File: src/rtl/wavhp_pkg.sv
package wavhp_pkg;

  localparam logic [31:0] ID_FMT  = 32'h2074_6D66;
  localparam logic [31:0] ID_DATA = 32'h6174_6164;

  localparam logic [31:0] RATE_8K    = 32'd8000;
  localparam logic [31:0] RATE_16K   = 32'd16000;
  localparam logic [31:0] RATE_11K   = 32'd11025;
  localparam logic [31:0] RATE_22K   = 32'd22050;
  localparam logic [31:0] RATE_32K   = 32'd32000;
  localparam logic [31:0] RATE_44K   = 32'd44100;
  localparam logic [31:0] RATE_48K   = 32'd48000;

  localparam logic [15:0] BITS_8     = 16'd8;
  localparam logic [15:0] BITS_16    = 16'd16;
  localparam logic [31:0] FMT_BASE   = 32'd16;

  typedef enum logic [3:0] {
    ST_OK        = 4'd0,
    ST_NO_FMT    = 4'd1,
    ST_NOT_PCM   = 4'd2,
    ST_CHANNELS  = 4'd3,
    ST_RATE      = 4'd4,
    ST_BITS      = 4'd5,
    ST_BYTE_RATE = 4'd6,
    ST_ALIGN     = 4'd7,
    ST_NO_DATA   = 4'd8
  } status_e;

  function automatic logic rate_ok(input logic [31:0] r);
    return r == RATE_8K  || r == RATE_16K || r == RATE_11K || r == RATE_22K ||
           r == RATE_32K || r == RATE_44K || r == RATE_48K;
  endfunction

endpackage

File: src/rtl/wavhp_fmt_chk.sv
module wavhp_fmt_chk import wavhp_pkg::*; (
  input  logic [1:0]  channels_i,
  input  logic [31:0] rate_i,
  input  logic [31:0] byte_rate_i,
  input  logic [15:0] align_i,
  input  logic [15:0] bits_i,
  output status_e     status_o
);

  logic        bits_ok;
  logic [2:0]  frame_bytes;
  logic [33:0] exp_byte_rate;

  // channels already limited to 0..2 by the time bits arrive
  assign bits_ok       = (bits_i == BITS_8) || (bits_i == BITS_16);
  assign frame_bytes   = {1'b0, channels_i} << (bits_i == BITS_16);
  assign exp_byte_rate = {2'b00, rate_i} * 34'(frame_bytes);

  always_comb begin
    priority if (!bits_ok) begin
      status_o = ST_BITS;
    end else if ({2'b00, byte_rate_i} != exp_byte_rate) begin
      status_o = ST_BYTE_RATE;
    end else if (align_i != {13'd0, frame_bytes}) begin
      status_o = ST_ALIGN;
    end else begin
      status_o = ST_OK;
    end
  end

endmodule

File: src/rtl/wav_header_parser_unit.sv
// A result is registered from the byte beat that completes it and appears the cycle after.
// Throughput: one byte beat per cycle; the output register lets a new byte
// enter while a result waits, as long as out_ready_i takes it that cycle.
// Reset (rst_ni low, async): parser waits for the first chunk id, all held
// fmt fields clear to zero, output register empties.
module wav_header_parser_unit import wavhp_pkg::*; (
  input  logic        clk_i,
  input  logic        rst_ni,
  input  logic        in_valid_i,
  output logic        in_ready_o,
  input  logic [7:0]  stream_byte_i,
  input  logic        first_byte_i,
  input  logic        end_of_file_i,
  output logic        out_valid_o,
  input  logic        out_ready_i,
  output logic [3:0]  status_o,
  output logic [15:0] channel_count_o,
  output logic [31:0] sample_rate_o,
  output logic [15:0] bits_per_sample_o,
  output logic [31:0] data_length_o
);

  typedef enum logic [3:0] {
    PH_ID1, PH_SIZE1, PH_SKIP1, PH_FMTSIZE, PH_TAG, PH_CH, PH_RATE, PH_BYTERATE,
    PH_ALIGN, PH_BITS, PH_EXT, PH_ID2, PH_SIZE2, PH_SKIP2, PH_DATASIZE, PH_DONE
  } phase_e;

  phase_e      phase_q, phase_d, cur_phase;
  logic [1:0]  pos_q, pos_d, cur_pos;
  logic [31:0] shift_q, shift_d, cur_shift;
  logic [31:0] skip_q, skip_d, cur_skip;
  logic [15:0] chan_q, chan_d, cur_chan;
  logic [31:0] rate_q, rate_d, cur_rate;
  logic [31:0] brate_q, brate_d, cur_brate;
  logic [15:0] align_q, align_d, cur_align;
  logic [15:0] bits_q, bits_d, cur_bits;

  logic        in_fire;
  logic        emit;
  status_e     emit_status;
  logic [31:0] emit_len;
  logic [31:0] gv;
  logic        last2, last4;
  status_e     chk_status;

  logic        out_valid_q;
  logic [3:0]  status_q;
  logic [15:0] chan_out_q;
  logic [31:0] rate_out_q;
  logic [15:0] bits_out_q;
  logic [31:0] len_out_q;

  assign in_ready_o = !out_valid_q || out_ready_i;
  assign in_fire    = in_valid_i && in_ready_o;

  // first byte of a new file restarts from the reset state
  assign cur_phase = first_byte_i ? PH_ID1 : phase_q;
  assign cur_pos   = first_byte_i ? 2'd0   : pos_q;
  assign cur_shift = first_byte_i ? '0     : shift_q;
  assign cur_skip  = first_byte_i ? '0     : skip_q;
  assign cur_chan  = first_byte_i ? '0     : chan_q;
  assign cur_rate  = first_byte_i ? '0     : rate_q;
  assign cur_brate = first_byte_i ? '0     : brate_q;
  assign cur_align = first_byte_i ? '0     : align_q;
  assign cur_bits  = first_byte_i ? '0     : bits_q;

  assign gv    = cur_shift | (32'(stream_byte_i) << {cur_pos, 3'b000});
  assign last2 = cur_pos == 2'd1;
  assign last4 = cur_pos == 2'd3;

  wavhp_fmt_chk u_fmt_chk (
    .channels_i  (cur_chan[1:0]),
    .rate_i      (cur_rate),
    .byte_rate_i (cur_brate),
    .align_i     (cur_align),
    .bits_i      (gv[15:0]),
    .status_o    (chk_status)
  );

  always_comb begin
    phase_d     = cur_phase;
    pos_d       = cur_pos + 2'd1;
    shift_d     = gv;
    skip_d      = cur_skip;
    chan_d      = cur_chan;
    rate_d      = cur_rate;
    brate_d     = cur_brate;
    align_d     = cur_align;
    bits_d      = cur_bits;
    emit        = 1'b0;
    emit_status = ST_OK;
    emit_len    = '0;

    unique case (cur_phase)
      PH_ID1, PH_ID2: begin
        if (last4) begin
          if (cur_phase == PH_ID1) begin
            phase_d = (gv == ID_FMT) ? PH_FMTSIZE : PH_SIZE1;
          end else begin
            phase_d = (gv == ID_DATA) ? PH_DATASIZE : PH_SIZE2;
          end
        end
      end
      PH_SIZE1, PH_SIZE2: begin
        if (last4) begin
          skip_d = gv;
          if (cur_phase == PH_SIZE1) begin
            phase_d = (gv != '0) ? PH_SKIP1 : PH_ID1;
          end else begin
            phase_d = (gv != '0) ? PH_SKIP2 : PH_ID2;
          end
        end
      end
      PH_SKIP1, PH_SKIP2, PH_EXT: begin
        pos_d   = cur_pos;
        shift_d = cur_shift;
        skip_d  = cur_skip - 32'd1;
        if (cur_skip == 32'd1) begin
          phase_d = (cur_phase == PH_SKIP1) ? PH_ID1 : PH_ID2;
        end
      end
      PH_FMTSIZE: begin
        if (last4) begin
          skip_d  = (gv[31] || gv < FMT_BASE) ? '0 : gv - FMT_BASE;
          phase_d = PH_TAG;
        end
      end
      PH_TAG: begin
        if (last2) begin
          if (gv[15:0] != 16'd1) begin
            emit        = 1'b1;
            emit_status = ST_NOT_PCM;
          end else begin
            phase_d = PH_CH;
          end
        end
      end
      PH_CH: begin
        if (last2) begin
          chan_d = gv[15:0];
          if (gv[15:0] > 16'd2) begin
            emit        = 1'b1;
            emit_status = ST_CHANNELS;
          end else begin
            phase_d = PH_RATE;
          end
        end
      end
      PH_RATE: begin
        if (last4) begin
          rate_d = gv;
          if (!rate_ok(gv)) begin
            emit        = 1'b1;
            emit_status = ST_RATE;
          end else begin
            phase_d = PH_BYTERATE;
          end
        end
      end
      PH_BYTERATE: begin
        if (last4) begin
          brate_d = gv;
          phase_d = PH_ALIGN;
        end
      end
      PH_ALIGN: begin
        if (last2) begin
          align_d = gv[15:0];
          phase_d = PH_BITS;
        end
      end
      PH_BITS: begin
        if (last2) begin
          bits_d = gv[15:0];
          if (chk_status != ST_OK) begin
            emit        = 1'b1;
            emit_status = chk_status;
          end else begin
            phase_d = (cur_skip != '0) ? PH_EXT : PH_ID2;
          end
        end
      end
      PH_DATASIZE: begin
        if (last4) begin
          emit        = 1'b1;
          emit_status = ST_OK;
          emit_len    = gv;
        end
      end
      PH_DONE: begin
        pos_d   = cur_pos;
        shift_d = cur_shift;
      end
    endcase

    // field complete: clear gather state
    if ((last2 && (cur_phase == PH_TAG || cur_phase == PH_CH ||
                   cur_phase == PH_ALIGN || cur_phase == PH_BITS)) ||
        (last4 && (cur_phase == PH_ID1 || cur_phase == PH_ID2 ||
                   cur_phase == PH_SIZE1 || cur_phase == PH_SIZE2 ||
                   cur_phase == PH_FMTSIZE || cur_phase == PH_RATE ||
                   cur_phase == PH_BYTERATE || cur_phase == PH_DATASIZE))) begin
      pos_d   = 2'd0;
      shift_d = '0;
    end

    if (!emit && end_of_file_i && cur_phase != PH_DONE && phase_d != PH_DONE) begin
      emit        = 1'b1;
      emit_status = (phase_d <= PH_EXT) ? ST_NO_FMT : ST_NO_DATA;
    end

    if (emit) begin
      phase_d = PH_DONE;
    end
  end

  always_ff @(posedge clk_i or negedge rst_ni) begin
    if (!rst_ni) begin
      phase_q <= PH_ID1;
      pos_q   <= '0;
      shift_q <= '0;
      skip_q  <= '0;
      chan_q  <= '0;
      rate_q  <= '0;
      brate_q <= '0;
      align_q <= '0;
      bits_q  <= '0;
    end else if (in_fire) begin
      phase_q <= phase_d;
      pos_q   <= pos_d;
      shift_q <= shift_d;
      skip_q  <= skip_d;
      chan_q  <= chan_d;
      rate_q  <= rate_d;
      brate_q <= brate_d;
      align_q <= align_d;
      bits_q  <= bits_d;
    end
  end

  always_ff @(posedge clk_i or negedge rst_ni) begin
    if (!rst_ni) begin
      out_valid_q <= 1'b0;
    end else if (in_fire && emit) begin
      out_valid_q <= 1'b1;
    end else if (out_ready_i) begin
      out_valid_q <= 1'b0;
    end
  end

  always_ff @(posedge clk_i) begin
    if (in_fire && emit) begin
      status_q   <= emit_status;
      chan_out_q <= chan_d;
      rate_out_q <= rate_d;
      bits_out_q <= bits_d;
      len_out_q  <= emit_len;
    end
  end

  assign out_valid_o       = out_valid_q;
  assign status_o          = status_q;
  assign channel_count_o   = chan_out_q;
  assign sample_rate_o     = rate_out_q;
  assign bits_per_sample_o = bits_out_q;
  assign data_length_o     = len_out_q;

  a_done_silent: assert property (@(posedge clk_i) disable iff (!rst_ni)
    in_fire && !first_byte_i && phase_q == PH_DONE |-> !emit && phase_d == PH_DONE)
    else $error("parse done but beat produced a result");

  a_emit_ends_parse: assert property (@(posedge clk_i) disable iff (!rst_ni)
    in_fire && emit |=> out_valid_q && phase_q == PH_DONE)
    else $error("result not registered or parse not closed");

  a_skip_no_gather: assert property (@(posedge clk_i) disable iff (!rst_ni)
    (phase_q == PH_SKIP1 || phase_q == PH_SKIP2 || phase_q == PH_EXT)
      |-> pos_q == 2'd0 && skip_q != '0)
    else $error("skip phase with pending field bytes or zero count");

  a_ok_has_data: assert property (@(posedge clk_i) disable iff (!rst_ni)
    in_fire && emit && emit_status == ST_OK |-> cur_phase == PH_DATASIZE)
    else $error("ok result outside data size field");

endmodule
File: config.mk
export PLATFORM = sky130hd
export DESIGN_NAME = wav_header_parser_unit
export DESIGN_NICKNAME = d
export VERILOG_FILES = /design/src/rtl/wavhp_pkg.sv /design/src/rtl/wavhp_fmt_chk.sv /design/src/rtl/wav_header_parser_unit.sv
export SDC_FILE = /design/constraint.sdc
export NUM_CORES = 1
export LEC_CHECK = 0
export BUFFER_PORTS_ARGS = -buffer_cell sky130_fd_sc_hd__buf_4
export CAP_MARGIN = 20
export CELL_PAD_IN_SITES_DETAIL_PLACEMENT = 2
export CELL_PAD_IN_SITES_GLOBAL_PLACEMENT = 2
export CORE_ASPECT_RATIO = 1.4
export CORE_MARGIN = 3
export CORE_UTILIZATION = 26
export CTS_CLUSTER_DIAMETER = 30
export DETAILED_ROUTE_END_ITERATION = 12
export GPL_ROUTABILITY_DRIVEN = 0
export PLACE_DENSITY = 0.59
export SLEW_MARGIN = 10
export SYNTH_ARGS = -nofsm -noshare
export SYNTH_HDL_FRONTEND = slang
export SYNTH_SLANG_ARGS = --single-unit
File: constraint.sdc
create_clock -name clk_i -period 17.9 [get_ports clk_i]
set_clock_uncertainty 0.1 [all_clocks]
set_input_delay 0.895 -clock clk_i [delete_from_list [all_inputs] [get_ports clk_i]]
set_output_delay 0.895 -clock clk_i [all_outputs]
set_load 0.01 [all_outputs]
==> results.sh <==
export IMPL_synth_seq_cells=283
export IMPL_clock_sinks=283
export IMPL_syn_area_per_cell_sq_um=8.148
export IMPL_io_pin_count=116
export IMPL_critPathSlowestCell="sky130_fd_sc_hd__or4_4"
export IMPL_post_route_cells_drive_above_1_share=0.1359
export IMPL_worst_endpoint_arrival_ps=9910
export IMPL_layout_worst_path_cycle_share=0.5437
export IMPL_design_die_area_sq_mm=0.07525
export IMPL_first_global_vias=20070
export IMPL_drt_first_pass_iters=5
export IMPL_worst_ep_required_time_ps=18080
export IMPL_post_cts_hold_buffer_count=0
export IMPL_dp_worst_setup_slack_ps=7310
export IMPL_reg2reg_from="pos_q[1]$_DFFE_PN0P_"
export IMPL_run_status="finished, final reports clean"
export IMPL_power_frac_comb=0.317
export IMPL_clkPwrFrac=0.385
export IMPL_worst_setup_path_startpoint="first_byte_i"
export IMPL_detail_route_antenna_nets=0
export IMPL_timing_critical_path_mode_cell="sky130_fd_sc_hd__buf_4"
export IMPL_critical_path_endpoint_type="register"
export IMPL_routed_wirelength_mm=85.89
export IMPL_fin_hold_ws_ps=203.7
export IMPL_initial_utilization=0.2642
export IMPL_viasPerCell=5.388
export IMPL_cts_clk_slew_worst_paths_ps=50
export IMPL_tot_pwr_mw=3.089
export IMPL_drt_wirelength_per_cell_microns=25.50
export IMPL_timing_max_transition_violations_final=0
export IMPL_design_final_nets=2461
export IMPL_share_seq_of_total_power=0.298
export IMPL_place_detailed_hpwl_mm=62.17
export IMPL_chipHeight_microns=323.4
export IMPL_timing_reg2reg_setup_slack_ps=8560
export IMPL_ys_dominant_reg_cell="sky130_fd_sc_hd__dfrtp_1"
export IMPL_htreeDepth=2
export IMPL_reg2reg_to="data_length_o[3]$_SDFFCE_PN0P_"
export IMPL_port_buffer_count=115
export IMPL_antenna_found_initial=3
export IMPL_critical_path_max_fanout=108
export IMPL_ff2ff_path_depth=30
export IMPL_postSynthCellCount=2296
export IMPL_postCtsResizedCells=0
export IMPL_setup_viol=0
export IMPL_asyncSetResetFlopFracSynth=0.6466
export IMPL_placed_cell_area_sq_mm=0.02059
export IMPL_worst_skew_pair_late_latency_ps=650
export IMPL_grt_use_total=0.2270
export IMPL_stdcell_count=3368
export IMPL_mapped_nets=2381
export IMPL_crit_path_max_cell_delay_ps=570
export IMPL_area_growth_synth_to_final_pct=21.92
export IMPL_die_w_microns=232.7
export IMPL_grt_pass1_wl_mm=129.3
export IMPL_switching_power_mw=1.238
export IMPL_finalCoreUtilization=0.3222
export IMPL_ys_warnings_count=0
export IMPL_power_density_cell_area_mw_per_mm2=135.4
export IMPL_grt_remaining_overflow=0
export IMPL_classification_of_the_worst_setup_path="primary input to register"
export IMPL_internal_power_mw=1.850
export IMPL_leakage_power_nw=9.287
export IMPL_drt_drc_violations_left=0
export IMPL_ir_worst_vdd_mv=0.06998
export IMPL_synth_edf_count=100
export IMPL_finalCriticalPeriod_ps=9733
export IMPL_grt_max_degree=109
export IMPL_cts_buffers=61
export IMPL_post_cts_buffers=0
export IMPL_clk_root_buffer_cell="sky130_fd_sc_hd__clkbuf_16"
export IMPL_dr_first_iter_drc_count=1017
export IMPL_relSlewSlack=0.2009
export IMPL_min_delay_path_class="primary input to async pin"
export IMPL_tightestPinTransition_ps=1194
export IMPL_finished_cell_area_sq_mm=0.02281
export IMPL_placementRows=115
export IMPL_critPathCapture="data_length_o[3]$_SDFFCE_PN0P_"
export IMPL_netlist_area_sq_mm=0.01871
export IMPL_synth_cell_type_count=86
export IMPL_power_switching_fraction=0.4009
export IMPL_highest_achievable_clock_rate_mhz=102.7
export IMPL_synth_seq_area_share=0.4053
export IMPL_clk_path_buf_depth=3
export IMPL_post_route_worst_setup_slack_ps=8167
export IMPL_drv_cap=0
export IMPL_core_area_sq_mm=0.07079
export IMPL_final_setup_tns_ps=0
export IMPL_via_count=18150
export IMPL_rsz0062_at_grt="false"
export IMPL_dp_cells=3248
export IMPL_tritoncts_clock_tree="yes"
export IMPL_report_final_hold_viol_count=0
export IMPL_start_kind="primary input"
-- how the worst min path moves through the flow --
stage,to,start,cells past startpoint,slack (ps)
final,skip_q[26]$_DFFE_PN0P_,rst_ni,1,200
after global routing,shift_q[25]$_DFFE_PN0P_,rst_ni,1,230
after CTS,shift_q[0]$_DFFE_PN0P_,rst_ni,1,220
after detailed placement,brate_q[9]$_DFFE_PN0P_,brate_q[9]$_DFFE_PN0P_,2,370
after global placement,shift_q[21]$_DFFE_PN0P_,shift_q[21]$_DFFE_PN0P_,2,350
after floorplan,align_q[9]$_DFFE_PN0P_,align_q[9]$_DFFE_PN0P_,2,340
-- state kept, by name, indices dropped and copies added, names as in the netlist --
register,cells
out_valid_o,1
align_q,16
rate_q,32
sample_rate_o,32
chan_q,16
channel_count_o,16
brate_q,32
shift_q,32
data_length_o,32
pos_q,2
skip_q,32
bits_q,16
phase_q,4
status_o,4
bits_per_sample_o,16
-- cell families after synthesis --
kind of cell,Yosys count,synth area share
and+or+nand+nor,1002,0.2428
AOI/OAI and AO/OA,632,0.2051
DFF,283,0.4053
buffers and inverters,228,0.04735
adders and majority gates,71,0.05993
xor gates and xnor gates,64,0.03037
muxes,16,0.009164
-- worst max-delay path, delay by kind of cell --
kind / cells / cell delay [ps]
AO/OA/AOI/OAI: 8 / 2460
adder cells (fa/ha/maj): 2 / 910
buffers and inverters: 7 / 2480
AND/OR/NAND/NOR: 11 / 2940
-- routing by layer --
metal / global-route usage / up-vias / share of wire / wire [microns]
met1: 0.2581 / 9405 / 0.40 / 34430
met3: 0.02775 / 160 / 0.026 / 2223
met5: 0 / - / 0.00017 / 15
met2: 0.4198 / 303 / 0.53 / 45180
met4: 0.1056 / 2 / 0.047 / 4032
li1: - / 8277 / - / -
-- cells in the mapped netlist, drive strengths merged, types with 26 or more instances --
| cell | count | area share |
|---|---|---|
| nand2 | 362 | 0.073 |
| o21ai | 296 | 0.079 |
| nor2 | 291 | 0.058 |
| dfrtp | 183 | 0.24 |
| a21oi | 125 | 0.034 |
| clkbuf | 119 | 0.024 |
| nand3 | 102 | 0.028 |
| edfxtp | 100 | 0.16 |
| inv | 77 | 0.015 |
| nor2b | 56 | 0.019 |
| xnor2 | 55 | 0.026 |
| nor3 | 49 | 0.014 |
| ha | 40 | 0.027 |
| buf | 32 | 0.0080 |
| fa | 31 | 0.033 |
| nand4 | 29 | 0.0097 |
| nor4 | 26 | 0.0094 |
-- cell type report --
type                    instances  area, sq um
diodes                          3        7.507
clock buffers                  72         1659
clock inverters                44        525.5
fillers                      8099        47980
inverters                      77        291.5
multi-input cells            1785        10280
flip-flops and latches        283         7582
well taps                     936         1171
repair buffers                168         1292
-- placed cells by master, fill, tap and decap left out, drive strengths merged, types with 26 or more instances in the layout --
cell type  count
fa            31
nand4         29
nand3        102
clkbuf        73
nand2        362
nor4          26
o21ai        296
edfxtp       100
inv           91
nor2b         56
xnor2         55
dfrtp        183
ha            40
buf          167
a21oi        125
nor2         291
nor3          49
-- power groups by stage --
stage          Combinational, mW  Sequential, mW  Clock, mW
6_report                   0.980           0.919       1.19
5_1_grt                     1.07           0.934       1.25
4_1_cts                    0.985           0.919       1.22
3_5_place_dp               0.978           0.930          0
3_3_place_gp               0.955           0.926          0
2_1_floorplan              0.575           0.877          0
(Power assumes the default switching activity.)
